**config.mk**
```make
export PLATFORM = sky130hd
export DESIGN_NAME = mpeb_ctrl
export DESIGN_NICKNAME = d
export VERILOG_FILES = /design/src/hdl/mpeb_pkg.sv /design/src/hdl/mpeb_ctrl.sv
export SDC_FILE = /design/constraint.sdc
export NUM_CORES = 1
export LEC_CHECK = 0
export BUFFER_PORTS_ARGS = -buffer_cell sky130_fd_sc_hd__buf_2
export CORE_AREA = 4 4 41 43
export CTS_CLUSTER_DIAMETER = 60
export DETAILED_ROUTE_END_ITERATION = 16
export DIE_AREA = 0 0 45 47
export GPL_ROUTABILITY_DRIVEN = 0
export HOLD_SLACK_MARGIN = 0.15
export MAX_ROUTING_LAYER = met4
export PLACE_DENSITY = 0.67
export SYNTH_ARGS = -nofsm -noshare
export SYNTH_HDL_FRONTEND = slang
export SYNTH_SLANG_ARGS = --single-unit
```
**constraint.sdc**
```tcl
create_clock -name clock -period 1.3 [get_ports clock]
set_input_delay 0.195 -clock clock [delete_from_list [all_inputs] [get_ports clock]]
set_output_delay 0.195 -clock clock [all_outputs]
set_load 0.1 [all_outputs]
```
**src/hdl/mpeb_pkg.sv**
```systemverilog
`default_nettype none

package mpeb_pkg;

   // Table and geometry constants
   localparam int MaxEntries      = 4;
   localparam int SectorsPerTrack = 63;
   localparam int MinHeads        = 16;
   localparam int MinHeadShift    = 4;      // log2(MinHeads)
   localparam int HeadSteps       = 4;      // 16 -> 32 -> 64 -> 128 -> 256
   localparam int MaxHeads        = 255;    // 256 heads are reported as 255
   localparam int HeadsWidth      = 9;      // holds 256 before the fold
   localparam int CylLimit        = 1024;
   // heads double while (total / heads) / 63 > 1024, i.e. total >= heads * 1025 * 63
   localparam int HeadLimitSectors = (CylLimit + 1) * SectorsPerTrack;
   localparam int PercentScale    = 100;
   localparam logic [7:0] BootActive = 8'h80;

   // CSR map
   localparam logic [1:0] CsrTotalSectors = 2'd0;

   // Widths
   localparam int SectorsWidth    = 32;
   localparam int PctWidth        = 7;
   localparam int EntryCountWidth = $clog2(MaxEntries + 1);
   localparam int CylSizeWidth    = $clog2(MaxHeads * SectorsPerTrack + 1);
   // largest cylinder count comes with the most heads
   localparam int CylWidth        = $clog2(64'd4294967295 / (MaxHeads * SectorsPerTrack) + 1);
   localparam int PctProdWidth    = CylWidth + PctWidth;
   localparam int MulWidth        = CylWidth + CylSizeWidth;

   // product / 100 as a reciprocal multiply, exact for any PctProdWidth-bit product
   localparam int     PctRecipShift  = PctProdWidth + $clog2(PercentScale);
   localparam longint PctRecip       = ((64'd1 << PctRecipShift) + PercentScale - 1)
                                       / PercentScale;
   localparam int     PctRecipWidth  = PctRecipShift - $clog2(PercentScale) + 1;
   localparam int     PctScaledWidth = PctProdWidth + PctRecipWidth;

   typedef enum logic [1:0] {
      StatusWritten = 2'd0,
      StatusSkipped = 2'd1,
      StatusAbort   = 2'd2,
      StatusIgnored = 2'd3
   } status_type;

   typedef enum logic {
      PcylQuotient,
      PcylRemain
   } pcyl_sel_type;

   typedef enum logic [1:0] {
      MulPercent,
      MulStart,
      MulCount
   } mul_sel_type;

   typedef struct packed {
      logic         first_of_table;
      logic         active;
      logic [7:0]   part_type;
      logic [6:0]   size_percent;
   } req_payload_type;

   typedef struct packed {
      logic [1:0]   status;
      logic [7:0]   boot_flag;
      logic         start_head;
      logic [7:0]   start_sector_code;
      logic [7:0]   start_cyl_low;
      logic [7:0]   type_code;
      logic [7:0]   end_head;
      logic [7:0]   end_sector_code;
      logic [7:0]   end_cyl_low;
      logic [31:0]  lba_start;
      logic [31:0]  lba_count;
   } rsp_payload_type;

   // controller -> datapath
   typedef struct packed {
      logic         load_req;
      logic         div_start;
      logic         tot_load;
      logic         pcyl_load;
      pcyl_sel_type pcyl_sel;
      logic         mul_load;
      mul_sel_type  mul_sel;
      logic         finish;
      status_type   rsp_status;
   } mpeb_cmd_type;

   // datapath -> controller
   typedef struct packed {
      logic ignore;
      logic pct_zero;
      logic div_done;
      logic pcyl_zero;
      logic no_space;
      logic out_free;
   } mpeb_stat_type;

endpackage

`default_nettype wire

```
**src/hdl/mpeb_ctrl.sv**
```systemverilog
`default_nettype none

module mpeb_ctrl import mpeb_pkg::*; (
   input  wire logic          clock,
   input  wire logic          reset,
   input  wire logic          req_valid,
   output logic               req_ready,
   input  wire mpeb_stat_type stat,
   output mpeb_cmd_type       cmd
);

   typedef enum logic [3:0] {
      StIdle,
      StCheck,
      StDivTot,
      StRemain,
      StPctMul,
      StPctScale,
      StEval,
      StMulStart,
      StMulCount,
      StFinish
   } state_type;

   state_type  state_ff, state_in;
   status_type status_ff, status_in;

   always_comb begin
      cmd            = '0;
      cmd.rsp_status = status_ff;
      state_in       = state_ff;
      status_in      = status_ff;
      case (state_ff)
         StIdle: begin
            if (req_valid) begin
               cmd.load_req = 1'b1;
               state_in     = StCheck;
            end
         end
         StCheck: begin
            if (stat.ignore) begin
               status_in = StatusIgnored;
               state_in  = StFinish;
            end else begin
               cmd.div_start = 1'b1;
               state_in      = StDivTot;
            end
         end
         StDivTot: begin
            if (stat.div_done) begin
               cmd.tot_load = 1'b1;
               state_in     = stat.pct_zero ? StRemain : StPctMul;
            end
         end
         StRemain: begin
            cmd.pcyl_load = 1'b1;
            cmd.pcyl_sel  = PcylRemain;
            state_in      = StEval;
         end
         StPctMul: begin
            cmd.mul_load = 1'b1;
            cmd.mul_sel  = MulPercent;
            state_in     = StPctScale;
         end
         StPctScale: begin
            cmd.pcyl_load = 1'b1;
            cmd.pcyl_sel  = PcylQuotient;
            state_in      = StEval;
         end
         StEval: begin
            if (stat.pcyl_zero) begin
               status_in = StatusSkipped;
               state_in  = StFinish;
            end else if (stat.no_space) begin
               status_in = StatusAbort;
               state_in  = StFinish;
            end else begin
               status_in = StatusWritten;
               state_in  = StMulStart;
            end
         end
         StMulStart: begin
            cmd.mul_load = 1'b1;
            cmd.mul_sel  = MulStart;
            state_in     = StMulCount;
         end
         StMulCount: begin
            cmd.mul_load = 1'b1;
            cmd.mul_sel  = MulCount;
            state_in     = StFinish;
         end
         StFinish: begin
            if (stat.out_free) begin
               cmd.finish = 1'b1;
               state_in   = StIdle;
            end
         end
         default: state_in = StIdle;
      endcase
   end

   always_ff @(posedge clock) begin
      if (reset) begin
         state_ff  <= StIdle;
         status_ff <= StatusIgnored;
      end else begin
         state_ff  <= state_in;
         status_ff <= status_in;
      end
   end

   assign req_ready = (state_ff == StIdle);

endmodule

`default_nettype wire

```
* Yosys cells after proc, flatten, opt, wreduce, memory -nomap -nowiden
Index checks and enable logic that the tools add are counted.
** Cells by class
- Equality and inequality tests :: 13
- Muxes and demuxes :: 22
- Reductions and logical operators :: 5
** Operators with widths (number)
- 4-bit one-hot mux with 9 select lines :: 1
- 4-bit two-way mux :: 6
- 4-bit by 3-bit equality test with 1-bit output, second input constant :: 4
- 3-bit one-hot mux with 3 select lines :: 1
- 4-bit by 2-bit equality test with 1-bit output, second input constant :: 2
- 4-bit equality test, second input constant :: 2
- 1-bit two-way mux :: 8
- 2-bit inequality test, second input constant :: 4
- 2-bit one-hot mux with 2 select lines :: 2
- 2-bit two-way mux :: 3
- 4-bit by 1-bit equality test with 1-bit output, second input constant :: 1
- 4-bit logical NOT :: 1
- 3-bit two-way mux :: 1
- 3-bit AND reduction :: 1
- 2-bit AND reduction :: 1
- 2-bit nonzero test :: 1
- 2-bit OR reduction :: 1
** Word-level totals
- Register bits after elaboration :: 6
- Input bits :: 9
- Word-level logic and storage cells :: 42

* Depth between registers and ports, before layout
- Word-level depth :: 3
- Gate-level depth with buffers :: 6
- Mapped depth without buffers :: 4

* Worst setup path after synthesis
OpenSTA, ideal clock, no wires.
- Path type :: register to output
- Start point :: reg state_ff[0]
- End point :: out cmd[10] in the netlist's numbering
- Data arrival time :: 3.162 ns
- Path slack :: -2.057 ns
- Cell stages (with the launch flop) :: 4
- Buffers on the path :: 1
- Cell sequence :: dfxtp_1 -> buf_4 -> nor4_2 -> and2_1
** RTL lines
- start: declaration :: RTL line mpeb_ctrl.sv:25 : state_type state_ff, state_in;
- start signal: assignment :: RTL line mpeb_ctrl.sv:104 : state_ff <= StIdle;
- start signal: assignment :: RTL line mpeb_ctrl.sv:107 : state_ff <= state_in;
- end: declaration :: RTL line mpeb_ctrl.sv:9 : output mpeb_cmd_type cmd

==> impl_results.html <==
<table>
<tr><th>Metric</th><th>Value</th></tr>
<tr><th colspan="2">Status</th></tr>
<tr><td>Outcome</td><td>finished with violations</td></tr>
<tr><td>Failing checks</td><td>negative setup slack</td></tr>
<tr><th colspan="2">Synth</th></tr>
<tr><td>Post-synth top area cell</td><td>dfxtp_1</td></tr>
<tr><td>Area share of the largest cell type after synthesis</td><td>24.24%</td></tr>
<tr><td>EDFF count, synth</td><td>0</td></tr>
<tr><td>Mean instance size in the synthesized netlist</td><td>approximately 7.3 sq um</td></tr>
<tr><td>Register bit count reported by yosys</td><td>6</td></tr>
<tr><td>Gate Count Post-Synth</td><td>a little under 70</td></tr>
<tr><td>Async set-reset flop share out of synthesis</td><td>0%</td></tr>
<tr><td>Biggest area contributors in the synthesized netlist</td><td>dfxtp_1, nor2_1, a21oi_1, nor3_1, o21ai_0</td></tr>
<tr><td>Mapped Area</td><td>slightly below 500 sq um</td></tr>
<tr><td>Yosys Warn Count</td><td>0</td></tr>
<tr><td>Post-Synthesis Net Count</td><td>77</td></tr>
<tr><td>Most instantiated flip-flop cell in the synthesis netlist</td><td>dfxtp_1</td></tr>
<tr><td>Number of different library cells in the post-synthesis netlist</td><td>30</td></tr>
<tr><td>Sequential share of the synthesized area</td><td>roughly 24%</td></tr>
<tr><th colspan="2">Global route</th></tr>
<tr><td>Total congestion overflow</td><td>0</td></tr>
<tr><td>Pin count of the biggest net entering global routing</td><td>13</td></tr>
<tr><td>Vias in the first global route</td><td>between 600 and 700</td></tr>
<tr><td>Initial antenna violation count</td><td>0</td></tr>
<tr><td>Wire length of the first global-routing pass</td><td>roughly 2.9 mm</td></tr>
<tr><td>Tot GR Track Use</td><td>between 10% and 20%</td></tr>
<tr><th colspan="2">Placement</th></tr>
<tr><td>Area of placed instances</td><td>between 900 and 1000 sq um</td></tr>
<tr><td># port buffers</td><td>20</td></tr>
<tr><td>Final HPWL DP</td><td>roughly 1.3 mm</td></tr>
<tr><th colspan="2">STA</th></tr>
<tr><td>Max-slew headroom</td><td>67.80%</td></tr>
<tr><td>Unrepaired setup endpoints after global routing</td><td>yes</td></tr>
<tr><td>Post-route worst hold slack</td><td>0.1901 ns</td></tr>
<tr><td>Total negative setup slack</td><td>-2.135 ns</td></tr>
<tr><td>Slew @ Worst Pin</td><td>0.4864 ns</td></tr>
<tr><td>Total of endpoints with negative setup slack in the final report</td><td>12</td></tr>
<tr><td>Number of endpoints with negative hold slack in the final report</td><td>0</td></tr>
<tr><td>Max Clock Skew</td><td>around 0.0052 ns</td></tr>
<tr><td>Time the worst path needs with I/O delays and setup</td><td>between 1.5 and 2 ns</td></tr>
<tr><td>Share of the cycle needed by the critical path after routing</td><td>123.3%</td></tr>
<tr><td>Maximum clock frequency</td><td>about 0.62 GHz</td></tr>
<tr><td>Least setup slack across all paths after layout</td><td>-0.3030 ns</td></tr>
<tr><td>Final Max Slew Viols</td><td>0</td></tr>
<tr><th colspan="2">Die</th></tr>
<tr><td>Overall die height</td><td>roughly 47 um</td></tr>
<tr><td>Initial Utilization</td><td>between 30% and 40%</td></tr>
<tr><td>Die area</td><td>2115 sq um</td></tr>
<tr><td>Horiz. Die Dim</td><td>between 40 and 50 um</td></tr>
<tr><td>Top Ports</td><td>21</td></tr>
<tr><td>Core Footprint</td><td>around 1300 sq um</td></tr>
<tr><td>Count of standard-cell rows</td><td>13</td></tr>
<tr><th colspan="2">Power and ir drop</th></tr>
<tr><td>Leakage dissipation</td><td>between 0.4 and 0.5 nW</td></tr>
<tr><td>Pwr Density</td><td>between 1500 and 2000 nW/um^2</td></tr>
<tr><td>Total power of the final layout</td><td>0.002051 W</td></tr>
<tr><td>IR Drop Worst-Case VDD</td><td>1.130 mV</td></tr>
<tr><th colspan="2">Hold path</th></tr>
<tr><td>Hold Path End</td><td>state_ff[1]</td></tr>
<tr><td>Start point of the worst min-delay path</td><td>stat[3]</td></tr>
<tr><td>Hold path cells</td><td>2</td></tr>
<tr><td>Class of the tightest hold or removal check</td><td>in -&gt; reg</td></tr>
<tr><th colspan="2">Routing</th></tr>
<tr><td>Drt drc</td><td>0</td></tr>
<tr><td>Overall routed net length</td><td>~1.9 mm</td></tr>
<tr><td>Vias after detailed routing</td><td>~700</td></tr>
<tr><td>First DRT Iteration DRCs</td><td>25</td></tr>
<tr><td>WL per Instance</td><td>approximately 16 um</td></tr>
<tr><td>DR vias/cell</td><td>5.916</td></tr>
<tr><td>Drt pass-1 iters</td><td>4</td></tr>
<tr><td>Final ANT Viol Nets</td><td>0</td></tr>
<tr><th colspan="2">Clocking</th></tr>
<tr><td>Clock latency of the later-clocked register in the worst-skew pair</td><td>roughly 0.24 ns</td></tr>
<tr><td># H-tree levels</td><td>1</td></tr>
<tr><td>Clock tree from TritonCTS</td><td>built</td></tr>
<tr><td>Clock slew seen by the registers of the worst setup and hold paths</td><td>approximately 0.05 ns</td></tr>
<tr><td>Buffer depth of the longest clock path</td><td>2</td></tr>
<tr><td>Number of buffers inserted for hold repair after clock tree synthesis</td><td>0</td></tr>
<tr><td>Cts bufs inserted</td><td>3</td></tr>
<tr><td>Root cell of the clock tree</td><td>clkbuf_4</td></tr>
<tr><td>Clock Sink Count</td><td>6</td></tr>
<tr><th colspan="2">Setup path</th></tr>
<tr><td>Kind of critical path</td><td>reg -&gt; out</td></tr>
<tr><td>Startpoint types</td><td>flip-flop</td></tr>
<tr><td>CP Max Fanout</td><td>5</td></tr>
<tr><td>Endpoint of the worst-slack reg-to-reg timing path</td><td>state_ff[1]</td></tr>
<tr><td>Depth of the most critical reg-to-reg path</td><td>7</td></tr>
<tr><td>FF-to-FF setup slack</td><td>-0.13 ns</td></tr>
<tr><td>CP Data Required Time</td><td>about 1.1 ns</td></tr>
<tr><td>Crit. End Element</td><td>output port</td></tr>
<tr><td>Reg-to-reg startpoint</td><td>state_ff[0]</td></tr>
<tr><td>WP data arrival</td><td>approximately 1.4 ns</td></tr>
<tr><th colspan="2">Final layout</th></tr>
<tr><td>Layout-stage area growth over the synthesis result</td><td>114.4%</td></tr>
<tr><td>Final nets</td><td>around 120</td></tr>
<tr><td>Layout cell share with drive strength beyond 1</td><td>around two thirds</td></tr>
<tr><td>Most common library cell in the layout ignoring fill and taps</td><td>buf_4</td></tr>
<tr><td>Most frequent cells in the layout</td><td>buf_4, buf_2, buf_12</td></tr>
<tr><td>Antenna diode count</td><td>0</td></tr>
<tr><td>Area of all placed cells without fillers</td><td>roughly 1100 sq um</td></tr>
<tr><th colspan="2">Flow run</th></tr>
<tr><td>Maxcap violations</td><td>0</td></tr>
</table>
## through the flow
step / instances / util, % / setup slack, ns
finish: 119 / 81.63 / -0.3030
floorplan: 68 / - / -0.9437
CTS: 115 / 75.58 / -0.2952
global placement: 111 / 70.10 / -0.04629
global route: 119 / 81.63 / -0.3495
detailed placement: 111 / 70.10 / -0.1322
## report_power, final
part           switching (W)  leakage (nW)  total (W)  internal [W]
logic               0.000907         0.374    0.00159      0.000682
registers          0.0000599        0.0512   0.000284      0.000224
clock network      0.0000726        0.0138   0.000177      0.000105
total                0.00104         0.439    0.00205       0.00101
## cell families after synthesis
logic type                Yosys count  synth area share (%)
and+or+nand+nor                    31                 33.84
AOI/OAI and AO/OA                  21                 30.31
DFF                                 6                 24.24
buffers and inverters               9                 9.847
xor gates and xnor gates            1                 1.768
## layout make-up
type	instances	area (sq um)
inverters	4	15.01
well taps	15	18.77
repair buffers	38	400.4
fillers	77	239.0
flip-flops and latches	6	130.1
clock buffers	3	22.52
multi-input cells	53	475.5
## how the worst max path moves through the flow
stage                 from      end  slack (ns)
6_report       state_ff[0]  cmd[10]       -0.30
5_1_grt        state_ff[0]  cmd[10]       -0.35
4_1_cts        state_ff[1]  cmd[10]       -0.30
3_5_place_dp   state_ff[3]   cmd[5]       -0.13
3_3_place_gp   state_ff[3]   cmd[5]       -0.05
2_1_floorplan  state_ff[1]  cmd[10]       -0.94
## per-layer routing
layer	routed length, um	vias up	global-route usage [%]
met2	977	42	34.75
met4	65	0	11.70
met5	0	-	-
met1	685	328	20.05
li1	-	324	-
met3	143	10	3.448
## registers in the layout, indices dropped and copies added, names as in the netlist
signal,cells
state_ff,4
status_ff,2
## Yosys cell counts (all sizes together) (2+ instances only)
cell    n
a211oi  2
a21oi   5
a31oi   3
and3    2
buf     5
dfxtp   6
inv     4
nand2   4
nand2b  2
nand3b  2
nor2    9
nor2b   2
nor3    4
nor4    2
o21ai   4
o32ai   3
## critical path, cell delays in order (launching register included)
cell     delay [ns]
dfxtp_4        0.35
buf_6          0.12
nor4_4         0.32
and2_4         0.21
buf_12         0.16
## timing repair
action / 4_1_cts / 5_1_grt
setup endpoints to repair: 15 / 15
setup buffers: 1 / 4
gates resized for setup: 14 / 9
pin swaps: 3 / 7
Note: power is estimated with default switching activity, not from simulation.
